[src/design/rx_8n1_octet_deframer_top_assert.svh]
// assertion macros for the 8n1 octet deframer
`ifndef RX_8N1_OCTET_DEFRAMER_TOP_ASSERT_SVH
`define RX_8N1_OCTET_DEFRAMER_TOP_ASSERT_SVH

// same-cycle implication, checked on i_clk outside reset
`define RX8D_ASSERT_NOW(label, ante, cons) \
    label: assert property (@(posedge i_clk) disable iff (!i_rst_n) (ante) |-> (cons)) \
        else $error("rx8d assertion failed");

// next-cycle implication, checked on i_clk outside reset
`define RX8D_ASSERT_NEXT(label, ante, cons) \
    label: assert property (@(posedge i_clk) disable iff (!i_rst_n) (ante) |=> (cons)) \
        else $error("rx8d assertion failed");

`endif

[src/design/rx8d_pkg.sv]
// shared types and constants for the 8n1 octet deframer
`default_nettype none

package rx8d_pkg;

    // input mode codes
    localparam logic [1:0] MODE_OCTET = 2'd0;
    localparam logic [1:0] MODE_SOF   = 2'd1;
    localparam logic [1:0] MODE_EOF   = 2'd2;

    // result kind codes
    localparam logic [1:0] KIND_DATA  = 2'd0;
    localparam logic [1:0] KIND_START = 2'd1;
    localparam logic [1:0] KIND_END   = 2'd2;

    // bit phase codes: valid data bits held; PH_9 holds none
    localparam logic [3:0] PH_1 = 4'd1;
    localparam logic [3:0] PH_3 = 4'd3;
    localparam logic [3:0] PH_5 = 4'd5;
    localparam logic [3:0] PH_7 = 4'd7;
    localparam logic [3:0] PH_9 = 4'd9;

    localparam logic [7:0] FLUSH_OCTET = 8'hAA;
    localparam int unsigned LEAD_PAD_BITS = 2;

    // output queue depth
    localparam int unsigned QDEPTH = 4;
    localparam int unsigned QAW    = $clog2(QDEPTH);

    typedef struct packed {
        logic [1:0] kind;
        logic [7:0] data_byte;
        logic       last;
    } t_result;

    // results produced by one accepted item
    typedef struct packed {
        logic [1:0] n_push;
        t_result    res0;
        t_result    res1;
    } t_push;

    // queue status toward the top level
    typedef struct packed {
        logic [QAW:0] count;
        logic         room;
    } t_qstat;

endpackage

`default_nettype wire

[src/design/rx8d_if.sv]
// valid/ready channel interfaces for items and results
`default_nettype none

interface rx8d_in_if;
    logic       valid;
    logic       ready;
    logic [1:0] mode;
    logic [7:0] octet;

    modport source (output valid, output mode, output octet, input ready);
    modport sink   (input valid, input mode, input octet, output ready);
endinterface

interface rx8d_out_if;
    logic       valid;
    logic       ready;
    logic [1:0] kind;
    logic [7:0] data_byte;
    logic       last;

    modport source (output valid, output kind, output data_byte, output last, input ready);
    modport sink   (input valid, input kind, input data_byte, input last, output ready);
endinterface

`default_nettype wire

[src/design/rx8d_core.sv]
// deframer state and per-octet shift and phase logic
`default_nettype none

module rx8d_core
    import rx8d_pkg::*;
(
    input  wire logic       i_clk,
    input  wire logic       i_rst_n,
    input  wire logic       i_accept,
    input  wire logic [1:0] i_mode,
    input  wire logic [7:0] i_octet,
    output t_push           o_push
);

    logic [15:0] r_sr, n_sr;
    logic [3:0]  r_ph, n_ph;
    logic        r_fd, n_fd;

    // discard n bits from the front of the pending octet
    function automatic logic [15:0] drop_bits(logic [15:0] sr, int unsigned n);
        logic [7:0] lo;
        lo = sr[7:0] << n;
        return {sr[15:8], lo};
    endfunction

    // move n pending bits into the assembled byte
    function automatic logic [15:0] take_bits(logic [15:0] sr, int unsigned n);
        return sr << n;
    endfunction

    // next state and results for one transfer
    always_comb begin
        logic [15:0] sr;
        logic [7:0]  oct;
        logic        dv;
        logic [7:0]  dbyte;
        n_sr   = r_sr;
        n_ph   = r_ph;
        n_fd   = r_fd;
        o_push = '0;
        dv     = 1'b0;
        dbyte  = '0;
        oct    = (i_mode == MODE_EOF) ? FLUSH_OCTET : i_octet;
        sr     = {r_sr[15:8], oct};
        if (!r_fd) begin
            sr = drop_bits(sr, LEAD_PAD_BITS + 1);
            sr = take_bits(sr, 5);
            n_ph = PH_5;
            n_fd = 1'b1;
        end else begin
            case (r_ph)
                PH_9: begin
                    sr = drop_bits(sr, 1);
                    sr = take_bits(sr, 7);
                    n_ph = PH_7;
                end
                PH_7: begin
                    sr = take_bits(sr, 1);
                    dv = 1'b1;
                    dbyte = sr[15:8];
                    sr = drop_bits(sr, 2);
                    sr = take_bits(sr, 5);
                    n_ph = PH_5;
                end
                PH_5: begin
                    sr = take_bits(sr, 3);
                    dv = 1'b1;
                    dbyte = sr[15:8];
                    sr = drop_bits(sr, 2);
                    sr = take_bits(sr, 3);
                    n_ph = PH_3;
                end
                PH_3: begin
                    sr = take_bits(sr, 5);
                    dv = 1'b1;
                    dbyte = sr[15:8];
                    sr = drop_bits(sr, 2);
                    sr = take_bits(sr, 1);
                    n_ph = PH_1;
                end
                PH_1: begin
                    sr = take_bits(sr, 7);
                    dv = 1'b1;
                    dbyte = sr[15:8];
                    sr = drop_bits(sr, 1);
                    n_ph = PH_9;
                end
                default: begin
                    // stray phase: octet is loaded, nothing else changes
                end
            endcase
        end

        case (i_mode)
            MODE_OCTET: begin
                n_sr = sr;
                if (dv) begin
                    o_push.n_push = 2'd1;
                    o_push.res0   = '{kind: KIND_DATA, data_byte: dbyte, last: 1'b1};
                end
            end
            MODE_SOF: begin
                n_sr = '0;
                n_ph = '0;
                n_fd = 1'b0;
                o_push.n_push = 2'd1;
                o_push.res0   = '{kind: KIND_START, data_byte: 8'd0, last: 1'b1};
            end
            MODE_EOF: begin
                n_sr = sr;
                if (dv) begin
                    o_push.n_push = 2'd2;
                    o_push.res0   = '{kind: KIND_DATA, data_byte: dbyte, last: 1'b0};
                    o_push.res1   = '{kind: KIND_END, data_byte: 8'd0, last: 1'b1};
                end else begin
                    o_push.n_push = 2'd1;
                    o_push.res0   = '{kind: KIND_END, data_byte: 8'd0, last: 1'b1};
                end
            end
            default: begin
                // unused mode: no results, state kept
                n_sr = r_sr;
                n_ph = r_ph;
                n_fd = r_fd;
            end
        endcase

        if (!i_accept) begin
            n_sr   = r_sr;
            n_ph   = r_ph;
            n_fd   = r_fd;
            o_push.n_push = 2'd0;
        end
    end

    // state registers
    always_ff @(posedge i_clk) begin
        if (!i_rst_n) begin
            r_sr <= '0;
            r_ph <= '0;
            r_fd <= 1'b0;
        end else begin
            r_sr <= n_sr;
            r_ph <= n_ph;
            r_fd <= n_fd;
        end
    end

endmodule

`default_nettype wire

[src/design/rx8d_out_fifo.sv]
// small result queue taking up to two results per cycle
`default_nettype none

module rx8d_out_fifo
    import rx8d_pkg::*;
(
    input  wire logic  i_clk,
    input  wire logic  i_rst_n,
    input  wire t_push i_push,
    input  wire logic  i_pop_ready,
    output t_result    o_head,
    output logic       o_valid,
    output t_qstat     o_stat
);

    t_result        r_mem [QDEPTH];
    logic [QAW-1:0] r_wptr, n_wptr;
    logic [QAW-1:0] r_rptr, n_rptr;
    logic [QAW:0]   r_count, n_count;
    logic           pop;
    logic [QAW-1:0] wptr_p1;

    assign o_valid = (r_count != '0);
    assign o_head  = r_mem[r_rptr];
    assign pop     = o_valid && i_pop_ready;
    assign wptr_p1 = r_wptr + QAW'(1);

    // room for the largest burst one transfer can make
    assign o_stat.count = r_count;
    assign o_stat.room  = (r_count <= (QAW + 1)'(QDEPTH - 2));

    // pointer and fill bookkeeping
    always_comb begin
        n_wptr  = r_wptr + QAW'(i_push.n_push);
        n_rptr  = pop ? r_rptr + QAW'(1) : r_rptr;
        n_count = r_count + (QAW + 1)'(i_push.n_push) - (QAW + 1)'(pop);
    end

    always_ff @(posedge i_clk) begin
        if (!i_rst_n) begin
            r_wptr  <= '0;
            r_rptr  <= '0;
            r_count <= '0;
        end else begin
            r_wptr  <= n_wptr;
            r_rptr  <= n_rptr;
            r_count <= n_count;
        end
    end

    // entry storage
    always_ff @(posedge i_clk) begin
        if (i_push.n_push != 2'd0) begin
            r_mem[r_wptr] <= i_push.res0;
        end
        if (i_push.n_push == 2'd2) begin
            r_mem[wptr_p1] <= i_push.res1;
        end
    end

endmodule

`default_nettype wire

[src/design/rx_8n1_octet_deframer_top.sv]
// top level of the 8n1 octet deframer
// results are written into the registered result queue and offered in order behind earlier results
// throughput: one item per cycle while input ready is high; an end of frame that completes a byte
//   gives two results, which leave one at a time through the result queue
// input ready is set by free space in the four-entry result queue
// synchronous active-low reset clears deframer state and empties the queue
`default_nettype none

`include "rx_8n1_octet_deframer_top_assert.svh"

module rx_8n1_octet_deframer_top
    import rx8d_pkg::*;
(
    input  wire logic  i_clk,
    input  wire logic  i_rst_n,
    rx8d_in_if.sink    i_in,
    rx8d_out_if.source o_out
);

    t_push   push;
    t_result head;
    t_qstat  qstat;
    logic    head_valid;
    logic    accept;

    assign i_in.ready = qstat.room;
    assign accept     = i_in.valid && i_in.ready;

    // per-octet deframing
    rx8d_core u_core (
        .i_clk    (i_clk),
        .i_rst_n  (i_rst_n),
        .i_accept (accept),
        .i_mode   (i_in.mode),
        .i_octet  (i_in.octet),
        .o_push   (push)
    );

    // result queue
    rx8d_out_fifo u_fifo (
        .i_clk       (i_clk),
        .i_rst_n     (i_rst_n),
        .i_push      (push),
        .i_pop_ready (o_out.ready),
        .o_head      (head),
        .o_valid     (head_valid),
        .o_stat      (qstat)
    );

    // result channel
    assign o_out.valid     = head_valid;
    assign o_out.kind      = head.kind;
    assign o_out.data_byte = head.data_byte;
    assign o_out.last      = head.last;

    // checks
    `RX8D_ASSERT_NOW(a_count_bound, 1'b1, qstat.count <= (QAW + 1)'(QDEPTH))
    `RX8D_ASSERT_NOW(a_valid_count, 1'b1, o_out.valid == (qstat.count != '0))
    `RX8D_ASSERT_NEXT(a_sof_result, accept && (i_in.mode == MODE_SOF), o_out.valid)
    `RX8D_ASSERT_NOW(a_ready_full, !i_in.ready, qstat.count > (QAW + 1)'(QDEPTH - 2))

endmodule

`default_nettype wire
[src/flat_wrapper.sv]
// flat-port wrapper written by rule: the top's interface ports become plain ports
module rx_8n1_octet_deframer_top_flat import rx8d_pkg::*;
  (i_clk, i_rst_n, i_in_valid, i_in_mode, i_in_octet, i_in_ready, o_out_valid, o_out_kind, o_out_data_byte, o_out_last, o_out_ready);
  rx8d_in_if i_in_i ();
  rx8d_out_if o_out_i ();
  input  wire logic i_clk;
  input  wire logic i_rst_n;
  input wire logic [$bits(i_in_i.valid)-1:0] i_in_valid;
  input wire logic [$bits(i_in_i.mode)-1:0] i_in_mode;
  input wire logic [$bits(i_in_i.octet)-1:0] i_in_octet;
  output wire logic [$bits(i_in_i.ready)-1:0] i_in_ready;
  output wire logic [$bits(o_out_i.valid)-1:0] o_out_valid;
  output wire logic [$bits(o_out_i.kind)-1:0] o_out_kind;
  output wire logic [$bits(o_out_i.data_byte)-1:0] o_out_data_byte;
  output wire logic [$bits(o_out_i.last)-1:0] o_out_last;
  input wire logic [$bits(o_out_i.ready)-1:0] o_out_ready;
  assign i_in_i.valid = i_in_valid;
  assign i_in_i.mode = i_in_mode;
  assign i_in_i.octet = i_in_octet;
  assign i_in_ready = i_in_i.ready;
  assign o_out_valid = o_out_i.valid;
  assign o_out_kind = o_out_i.kind;
  assign o_out_data_byte = o_out_i.data_byte;
  assign o_out_last = o_out_i.last;
  assign o_out_i.ready = o_out_ready;
  rx_8n1_octet_deframer_top u_core (.i_clk(i_clk), .i_rst_n(i_rst_n), .i_in(i_in_i), .o_out(o_out_i));
endmodule
[config.mk]
export PLATFORM = sky130hd
export DESIGN_NAME = rx_8n1_octet_deframer_top_flat
export DESIGN_NICKNAME = d
export VERILOG_FILES = /design/src/design/rx8d_pkg.sv /design/src/design/rx8d_if.sv /design/src/design/rx8d_core.sv /design/src/design/rx8d_out_fifo.sv /design/src/design/rx_8n1_octet_deframer_top.sv /design/src/flat_wrapper.sv
export VERILOG_INCLUDE_DIRS = /design/src /design/src/design
export SDC_FILE = /design/constraint.sdc
export NUM_CORES = 1
export LEC_CHECK = 0
export ABC_AREA = 1
export BUFFER_PORTS_ARGS = -buffer_cell sky130_fd_sc_hd__buf_4
export CORE_AREA = 2 2 82 84
export CTS_BUF_LIST = sky130_fd_sc_hd__clkbuf_4 sky130_fd_sc_hd__clkbuf_8 sky130_fd_sc_hd__clkbuf_16
export DETAILED_ROUTE_END_ITERATION = 12
export DIE_AREA = 0 0 84 86
export GPL_TIMING_DRIVEN = 0
export PLACE_DENSITY = 0.81
export SLEW_MARGIN = 10
export SYNTH_ARGS = -nofsm -noshare
export SYNTH_HDL_FRONTEND = slang
export SYNTH_SLANG_ARGS = --single-unit
[constraint.sdc]
create_clock -name i_clk -period 5.5 [get_ports i_clk]
set_input_delay 0.275 -clock i_clk [delete_from_list [all_inputs] [get_ports i_clk]]
set_output_delay 0.275 -clock i_clk [all_outputs]
set_load 0.01 [all_outputs]
Yosys cells after proc, flatten, opt, wreduce, memory -nomap -nowiden
Memory sizes are Yosys's and may differ from the RTL's. A register that Yosys moved wholly into a read port is not among the register bits.
Cells that the tools add are included.
Operators by class
  eq/ne operators: 9
  reductions and logical operators: 10
  multiplexer cells: 24
  add/sub/neg operators: 5
  $lt $le $gt $ge: 1
Operators by type and width (count)
  one-hot mux 15 bit (5 select lines): 1
  one-hot mux 13 bit (3 select lines): 1
  one-hot mux 8 bit (4 select lines): 1
  one-hot mux 15 bit (2 select lines): 1
  two-way mux 11 bit: 2
  one-hot mux 4 bit (5 select lines): 1
  two-way mux 8 bit: 2
  two-way mux 15 bit: 1
  two-way mux 13 bit: 1
  two-way mux 12 bit: 1
  == test 4 x 3 -> 1 bit, second input constant: 2
  one-hot mux 4 bit (2 select lines): 1
  inequality test 7 x 2 -> 1 bit, second input constant: 1
  two-way mux 1 bit: 6
  two-way mux 2 bit: 3
  adder 2 x 1 -> 2 bit, second input constant: 2
  == test 2 bit, second input constant: 2
  == test 4 x 1 -> 1 bit, second input constant: 1
  == test 4 x 2 -> 1 bit, second input constant: 1
  == test 4 bit, second input constant: 1
  two-way mux 4 bit: 1
  nonzero test 2 bit: 2
  OR reduction 4 bit: 1
  adder 3 x 2 -> 3 bit: 1
  other kinds (11): 12
Word-level totals
  output and inout bits: 13
  memory bits (writable): 44
  word-level logic and storage cells: 56
  memories kept: 1
  input bits: 14
  register bits: 19
Memory list
  u_core.u_fifo.r_mem: depth 4, width 11, read ports 1, clocked after memory_dff 1, wr ports 2, line rx8d_out_fifo.sv:16  | t_result r_mem [QDEPTH];

Logic depth before layout (Yosys ltp)
Gate-level depths: netlist of the first run.
  depth in word-level cells: 10
  gate-level depth with buffers: 12
  mapped depth without buffers: 12

Cells and area by module
A second synthesis of the first run with hierarchy kept.
Second synthesis, totals
  cells, all modules: 491
  area total of the unflattened synthesis: 3851.2 um2
By module, submodules not included
  rx8d_out_fifo: seq. area each 1501.4 um2, area an instance 2697.6 um2, instances 1, cells an instance 280
  rx8d_core: seq. area each 240.2 um2, area an instance 1146.1 um2, instances 1, cells an instance 209
  rx_8n1_octet_deframer_top: seq. area each 0.0 um2, area an instance 7.5 um2, instances 1, cells an instance 2

Worst setup path before layout of the first run
No wires, ideal clock.
  path kind: register to register
  start: reg u_core.u_fifo.r_count[0]
  end: reg u_core.u_fifo.r_count[2]
  cell stages (with the launch flop): 12
  data arrival time: 1.975 ns
  setup time: 0.121 ns
  period minus slack after synthesis: 2.096 ns
  path slack: 3.404 ns
  cells stage by stage: dfxtp_1 a21oi_2 nand2_1 inv_1 nand2_4 ha_1 inv_1 ha_1 fa_1 xor2_1 o21ai_0 a21oi_1
Between the ends
  cells in the longest elaborated chain, start to end: 5
  elaborated cells on any way between the ends: 7
Ends and longest elaborated chain
  from (decl): line rx8d_out_fifo.sv:19  | logic [QAW:0] r_count, n_count;
  from (signal assigned): line rx8d_out_fifo.sv:47  | r_count <= n_count;
  less-or-equal comparator 3 x 2 -> 1 bit: line rx8d_out_fifo.sv:30  | assign o_stat.room = (r_count <= (QAW + 1)'(QDEPTH - 2));
  net i_in_ready: line flat_wrapper.sv:11  | output wire logic [$bits(i_in_i.ready)-1:0] i_in_ready;
  logical AND 1 bit: line rx_8n1_octet_deframer_top.sv:27  | assign accept = i_in.valid && i_in.ready;
  two-way mux 2 bit: line rx8d_core.sv:128  | if (!i_accept) begin
  adder 3 x 2 -> 3 bit: line rx8d_out_fifo.sv:36  | n_count = r_count + (QAW + 1)'(i_push.n_push) - (QAW + 1)'(pop);
  subtractor 3 x 1 -> 3 bit: line rx8d_out_fifo.sv:36
The timed path passes the listed nets, and every way through them passes these cells.
A chain may end at the register's enable or synchronous reset.

Final worst setup path of the first run
  start: reg u_core.u_core.r_ph[3]
  end: reg u_core.u_fifo.r_count[2]
Between the ends
  cells in the longest elaborated chain, start to end: 9
  elaborated cells on any way between the ends: 13
Ends and longest elaborated chain
  from (decl): line rx8d_core.sv:16  | logic [3:0] r_ph, n_ph;
  from (signal assigned): line rx8d_core.sv:144  | r_ph <= n_ph;
  == test 4 x 1 -> 1 bit (tied with other cells): line rx8d_core.sv:51  | case (r_ph)
  OR reduction 4 bit (no source line) *
  two-way mux 1 bit *: line rx8d_core.sv:51
  two-way mux 1 bit *: line rx8d_core.sv:45  | if (!r_fd) begin
  two-way mux 13 bit / two-way mux 12 bit (equally long branches): line rx8d_core.sv:111, rx8d_core.sv:97
  one-hot mux 13 bit (3 select lines) *: line rx8d_core.sv:94  | case (i_mode)
  two-way mux 2 bit *: line rx8d_core.sv:128
  adder 3 x 2 -> 3 bit *: line rx8d_out_fifo.sv:36
  subtractor 3 x 1 -> 3 bit *: line rx8d_out_fifo.sv:36
Mark *: on every way between the ends. The rest lies on a longest branch, timed or not.

==> run metrics, run 1 <==
status=finished clean; syn_nets=596; WP buf/inv=2; routability cong.=roughly 0.94; unrepaired setup endpoints after global routing=no; Final Slew Violations=0; Die Footprint=roughly 7200 sq um; final antenna diode count=0; Max Clock Freq=between 400 and 500 MHz; Rel. slew slack=0.5346; Setup CP Type=reg -> reg; Antenna Nets Post-Route=0; Congestion Overflow GR=0; fin crit share=0.4198; CTS root buf=clkbuf_8; Worst-Margin Slew=between 0.6 and 0.7 ns; io pins=27; Final Hold Violating Endpoints=0; Clock Latency Late Sink=around 0.35 ns; CP max-delay cell=dfxtp_1; WL/cell=about 13 um; crit end category=flip-flop; multi-input combinational cell area=about 1900 sq um; # hold bufs at CTS=0; Syn Area/Cell=roughly 6.3 sq um; Clock Tree Buf Depth=2; Synth cell types=28; initial antenna violation count=0; setup bufs post-CTS=0; Leak=2.261 nW; dominant synthesized flop cell=dfxtp_1; Port Buf Inserts=25; Fill cells=between 600 and 700; critical path required time=~5.7 ns; # DRC=0; final setup violation count=0; worst-path fanout max=6; final setup margin=around 3.2 ns; HP Class=in -> reg; sequential share of the synthesized area=0.3782; die width=around 84 um; Async SR Flop Fraction=0; register area=1381 sq um; Max Cap Violations=0; Worst VDD drop=between 200 and 250 uV; CP Launch Type=flip-flop; DRT Wirelength=8977 um; area delta synth->final=12.26%; flops & latches, synth=65; total track usage=0.2580; count leader, synth=nand2_1; post-DP HPWL=between 6000 and 7000 um; ordered cell list for the critical path=inv_2, nand3_2, nand2_2, nand3_2, nand2_4, ha_1, inv_1, ha_1, fa_1, xor2_1, o21ai_0, a21oi_1; Clock transition at path regs=around 0.07 ns; Via Count=roughly 3,700; vias per inst=approximately 5.3; Placement Setup Slack=around 3.2 ns; largest net degree at the start of global routing=12; total CTS buffers=9; share of cells above drive strength 1=0.1183; EDFF count, synth=8; Pre-antenna DRT Iters=7; die height=about 86 um; cell family with most CP delay=adder cells; vias in the first global route=between 3,000 and 4,000; Synth top area share=0.3124; Synth top cells by count=nand2_1 (168), nor2_1 (107), inv_1 (72); Rows=29; Synth Instances=577; Layout Skew=about 0.014 ns; TNS Setup=0 ns; top cells by area, synth=dfxtp_1 (31%), nand2_1 (17%), nor2_1 (11%); initial drt markers=about 240; CTS tree=built; yosys warns=0; H-tree levels=3; Pwr per Cell Area=around 420 nW/um^2; Initial Util=0.5818; post-layout net count=roughly 630; Netlist Area Pre-Place=around 3700 sq um; post-CTS sizing=0; CTS Sinks=65; Largest stage delay, worst path=roughly 0.45 ns; Critical Path AT=between 2 and 3 ns; first-pass GRT wire length=roughly 15,000 um; largest area contributor in the netlist=dfxtp_1; core footprint=6277 sq um; crit path time final=2.309 ns
cell usage in the layout, fill, tap and decap left out, types with 4 or more instances in the layout:
| master | instances |
|---|---|
| a21oi_1 | 56 |
| o21ai_0 | 29 |
| nand3_1 | 14 |
| nand2_4 | 5 |
| edfxtp_1 | 8 |
| buf_4 | 28 |
| inv_1 | 72 |
| inv_2 | 5 |
| o21ai_1 | 9 |
| nand2_1 | 168 |
| dfxtp_1 | 57 |
| nand4_1 | 4 |
| nor2_2 | 4 |
| buf_2 | 5 |
| ha_1 | 4 |
| clkbuf_8 | 9 |
| clkbuf_1 | 7 |
| nor2_1 | 107 |
through the flow:
| step | hold WS (ns) | area [sq um] | util | cells | power, mW |
|---|---|---|---|---|---|
| final | 0.2686 | 4100 | 0.6532 | 694 | 1.702 |
| after global routing | 0.2840 | 4100 | 0.6532 | 694 | 1.827 |
| after CTS | 0.2599 | 4100 | 0.6532 | 694 | 1.699 |
| after detailed placement | 0.4582 | 3936 | 0.6271 | 679 | 1.347 |
| after global placement | 0.4528 | 3936 | 0.6271 | 679 | 1.323 |
| after floorplan | 0.4362 | 3652 | - | 577 | 1.131 |
metal layers:
layer	track usage	part of all wire
met5	0	0
met4	0.08358	0.016
met3	0.03369	0.063
met2	0.4509	0.48
met1	0.3323	0.45
state kept, by name (all words and copies together), names as in the netlist, named ones only:
register,count
u_core.u_fifo.r_rptr,2
u_core.u_fifo.r_mem,44
u_core.u_fifo.r_count,3
u_core.u_core.r_ph,4
u_core.u_fifo.r_wptr,2
u_core.u_core.r_sr,7
u_core.u_core.r_fd,1
worst reg2reg max path: cells and delay by family (launching register included):
kind,cells,cell delay [ns]
DFF,1,0.45
AOI/OAI and AO/OA,2,0.20
adders and majority gates,3,0.83
and+or+nand+nor,4,0.43
buffers and inverters,2,0.13
xor gates and xnor gates,1,0.16
cells by family after synthesis:
logic type,after synthesis,synth area share
adders and majority gates,5,0.01919
and+or+nand+nor,310,0.3501
xor gates and xnor gates,2,0.004797
AOI/OAI and AO/OA,100,0.1411
DFF,65,0.3782
buffers and inverters,95,0.1065
area by class of cell:
class                   instances  area share
clock inverters                 5    0.007934
repair buffers                 25     0.04577
inverters                      78     0.07141
flip-flops and latches         65      0.3369
plain buffers                  17     0.02350
clock buffers                  10     0.03204
well taps                      77     0.02350
multi-input cells             417      0.4590
report_power, final:
part | internal (mW) | total (mW) | switching, mW
Clock | 0.165 | 0.356 | 0.190
Combinational | 0.266 | 0.654 | 0.389
Sequential | 0.618 | 0.692 | 0.0743
path summary, 6_finish.rpt:
check,slack [ns],cells past startpoint,endpoint,startpoint
worst max-delay path,3.19,12,u_core.u_fifo.r_count[2],u_core.u_core.r_ph[3]
worst min-delay path,0.27,4,u_core.u_core.r_fd,i_in_mode[0]
worst max register to register,3.19,12,u_core.u_fifo.r_count[2],u_core.u_core.r_ph[3]
worst min register to register,0.47,2,flip-flop,u_core.u_fifo.r_rptr[1]
Power figures use the tool's default switching activity.
==> run 2: changes to the inputs <==
--- a/config.mk
+++ b/config.mk
@@ -6,12 +6,12 @@
 export SDC_FILE = /design/constraint.sdc
 export NUM_CORES = 1
 export LEC_CHECK = 0
-export ABC_AREA = 1
+export ABC_AREA = 0
 export BUFFER_PORTS_ARGS = -buffer_cell sky130_fd_sc_hd__buf_4
-export CORE_AREA = 2 2 82 84
+export CORE_AREA = 2 2 81 83
 export CTS_BUF_LIST = sky130_fd_sc_hd__clkbuf_4 sky130_fd_sc_hd__clkbuf_8 sky130_fd_sc_hd__clkbuf_16
 export DETAILED_ROUTE_END_ITERATION = 12
-export DIE_AREA = 0 0 84 86
+export DIE_AREA = 0 0 83 85
 export GPL_TIMING_DRIVEN = 0
 export PLACE_DENSITY = 0.81
 export SLEW_MARGIN = 10
==> constraint.sdc (replaced) <==
create_clock -name i_clk -period 2.28 [get_ports i_clk]
set_input_delay 0.114 -clock i_clk [delete_from_list [all_inputs] [get_ports i_clk]]
set_output_delay 0.114 -clock i_clk [all_outputs]
set_load 0.01 [all_outputs]
==> run metrics, run 2 <==
status=complete, but fails checks; failing checks=negative setup slack; area delta synth->final=19.78%; max reg flops=44 (unchanged); # hold bufs at CTS=0 (unchanged); Largest stage delay, worst path=0.40 ns (-0.05 ns); Placement Setup Slack=-0.1681 ns (-3.338 ns); dominant synthesized flop cell=dfxtp_1; Switching Share=0.3359 (-0.04788); Critical Path AT=2.53 ns (about the same); Max Clock Freq=437.4 MHz (+0.99%); first-pass GRT wire length=14,720 um (-1.6%); share of cells above drive strength 1=0.2818 (+0.1635); count leader, synth=dfxtp_1; Worst path depth=11 (-1); Clock Latency Late Sink=0.35 ns (about the same); path depth of the worst reg2reg path=11 (-1); met1 usage=0.3344 (+0.002037); Port Buf Inserts=26 (+4.0%); die width=83 um (-1.2%); largest net degree at the start of global routing=13 (+1); final antenna diode count=0 (unchanged); Pre-antenna DRT Iters=5 (-2); crit end category=flip-flop; H-tree levels=3 (unchanged); Sw Pwr=1.160 mW (+78%); largest area contributor in the netlist=dfxtp_1; Pwr Total=3.454 mW (+100%); register area=1395 sq um (+1.0%); CP max-delay cell=fa_2; Area after DPL=3890 sq um (-1.2%); met3 Track Usage GR=0.05447 (+0.02079); unrepaired setup endpoints after global routing=yes; Rel. slew slack=0.5119 (-0.02268); Initial Util=0.5751 (-0.006706); Max Cap Violations=0 (unchanged); Comb pwr share=0.342 (-0.042); DRT Wirelength=9128 um (+1.7%); vias per inst=6.161 (+17%); Clock transition at path regs=0.08 ns (about the same); CP Launch Type=flip-flop; Congestion Overflow GR=0 (unchanged); Clock Tree Buf Depth=2 (unchanged); TNS Setup=-0.006349 ns (-0.006349 ns); setup slack, reg-to-reg=-0.006 ns (-3.20 ns); top cells by area, synth=dfxtp_1 (32%), mux4_2 (7.6%), edfxtp_1 (6.7%); die height=85 um (-1.2%); HP Start=i_in_octet[2]; total CTS buffers=9 (unchanged); Synth top cells by count=dfxtp_1 (57), nand2_1 (37), nor2_1 (28); Netlist Area Pre-Place=3568 sq um (-2.3%); Die Footprint=7055 sq um (-2.3%); most common cell after layout, fill and taps aside=dfxtp_1; Final Slew Violations=0 (unchanged); Synth top area share=0.3198 (+0.007340); commonest cells after routing, fill and taps aside=dfxtp_1 (52), buf_4 (43), nand2_1 (36); CTS tree=built; sequential share of the synthesized area=0.3871 (+0.008885); syn_nets=401 (-33%); Worst VDD drop=826.9 uV (+240%); total track usage=0.2607 (+0.002730); final setup margin=-0.006349 ns (-3.197 ns); cell internal pwr=2.294 mW (+120%); Pwr per Cell Area=808.0 nW/um^2 (+95%); Layout Skew=0.008742 ns (-0.004869 ns); flops & latches, synth=65 (unchanged); ordered cell list for the critical path=a21oi_4, and2_1, buf_6, nand3_4, ha_4, inv_2, ha_4, fa_2, xnor2_2, xnor2_1, and2_1; clock share of power=0.252 (+0.043); multi-input combinational cell area=2082 sq um (+11%); CTS root buf=clkbuf_8; Synth cell types=64 (+130%); # DRC=0 (unchanged); vias in the first global route=3,072 (-4.3%); Reg power frac=0.406 (about the same); Setup CP Type=reg -> reg; GR peak layer=met2; Antenna Nets Post-Route=0 (unchanged); Async SR Flop Fraction=0 (unchanged); routability cong.=0.9676 (+3.3%); critical path required time=2.53 ns (-3.20 ns); yosys warns=0 (unchanged); io pins=27 (unchanged); Fill cells=466 (-23%); initial antenna violation count=0 (unchanged); worst hold endpoint=u_core.u_core.r_sr[10]; register with the most flip-flops=u_core.u_fifo.r_mem; Worst-Margin Slew=0.7261 ns (+0.03054 ns); initial drt markers=295 (+21%); final instance area=4274 sq um (+4.2%); HP Class=in -> reg; worst slack on hold paths=0.06039 ns (-0.2082 ns); fin crit share=1.003 (+0.5830); Rows=29 (unchanged); Syn Area/Cell=9.341 sq um (+48%); post-DP HPWL=6319 um (-5.6%); worst-path fanout max=6 (unchanged); Hold Path Depth=3 (-1); Final Hold Violating Endpoints=0 (unchanged); WP buf/inv=2 (unchanged); post-layout net count=454 (-28%); WL/cell=17.66 um (+36%); cell family with most CP delay=adder cells; Leak=1.731 nW (-23%); R2R Path End=u_core.u_fifo.r_count[2]; Synth Instances=382 (-34%); R2R Path Start=u_core.u_fifo.r_count[1]; EDFF count, synth=8 (unchanged); crit path time final=2.286 ns (-0.02260 ns); met2 usage=0.4208 (-0.03009); Largest regs=u_core.u_fifo.r_mem: 44 flops, u_core.u_core.r_sr: 7 flops, u_core.u_core.r_ph: 4 flops; core footprint=6205 sq um (-1.2%); CTS Sinks=65 (unchanged); Via Count=3,185 (-13%); final setup violation count=1 (+1)
==> run 2: cell types whose count changed in the layout (fill, tap and decap cells not counted), moves of 7 or more <==
cell	change
o21ai_0	-18
nor2b_1	+8
mux4_2	+12
buf_4	+15
nand2b_1	+9
and2_1	+12
mux2i_1	+17
a21oi_1	-35
inv_1	-58
nor2_1	-79
o21ai_1	+7
nand2_1	-132
==> run 2: worst reg2reg max path: stages, from the launching register on <==
cell	delay, ns
dfxtp_2	0.35
a21oi_4	0.17
and2_1	0.16
buf_6	0.13
nand3_4	0.10
ha_4	0.27
inv_2	0.04
ha_4	0.15
fa_2	0.40
xnor2_2	0.15
xnor2_1	0.12
and2_1	0.14
==> run 2: timing repair <==
action,CTS,global route
pin swaps,2,7
setup endpoints to repair,9,2
cloned,0,0
gates resized for setup,4,21
endpoints found under the hold margin,0,0
buffers inserted,8,10
==> run 2: kinds of logic after synthesis <==
group	share of synthesized area
fa+ha+maj	0.01964
simple gates	0.2342
xor+xnor	0.01473
buf+inv	0.05329
flops	0.3871
mux	0.1297
compound gates	0.1613
==> run 2: cell type report <==
class / instances / share of cell area
well taps: 77 / 0.02254
plain buffers: 20 / 0.02957
flip-flops and latches: 65 / 0.3264
clock buffers: 9 / 0.02898
clock inverters: 7 / 0.01083
repair buffers: 44 / 0.07816
inverters: 18 / 0.01639
multi-input cells: 277 / 0.4871
==> run 2: per-stage QoR <==
step	cells	util
3_5_place_dp	485	0.6269
2_1_floorplan	382	-
5_1_grt	517	0.6888
4_1_cts	509	0.6661
6_report	517	0.6888
3_3_place_gp	485	0.6269
==> run 2: worst max path at each step <==
stage / startpoint / end / slack [ns]
3_3_place_gp: u_core.u_core.r_ph[3] / u_core.u_fifo.r_count[2] / -0.14
4_1_cts: u_core.u_core.r_ph[3] / u_core.u_fifo.r_count[2] / -0.05
3_5_place_dp: u_core.u_core.r_ph[3] / u_core.u_fifo.r_count[2] / -0.17
6_report: u_core.u_fifo.r_count[1] / u_core.u_fifo.r_count[2] / -0.006
5_1_grt: u_core.u_fifo.r_count[1] / u_core.u_fifo.r_count[2] / -0.08
2_1_floorplan: u_core.u_core.r_ph[3] / u_core.u_fifo.r_count[2] / -0.02
==> run 2: per-layer routing <==
layer,wire length [um],share of wire
met3,622,0.068
met4,308,0.034
met1,3753,0.41
met2,4443,0.49
met5,0,0
==> run 2: power groups by stage <==
stage                     Sequential [mW]  Clock, mW  Combinational, mW
after CTS                            1.39      0.867               1.03
after detailed placement             1.41          0              0.989
after global routing                 1.41      0.919               1.29
final                                1.40      0.871               1.18
after global placement               1.40          0              0.957
after floorplan                      1.38          0              0.722
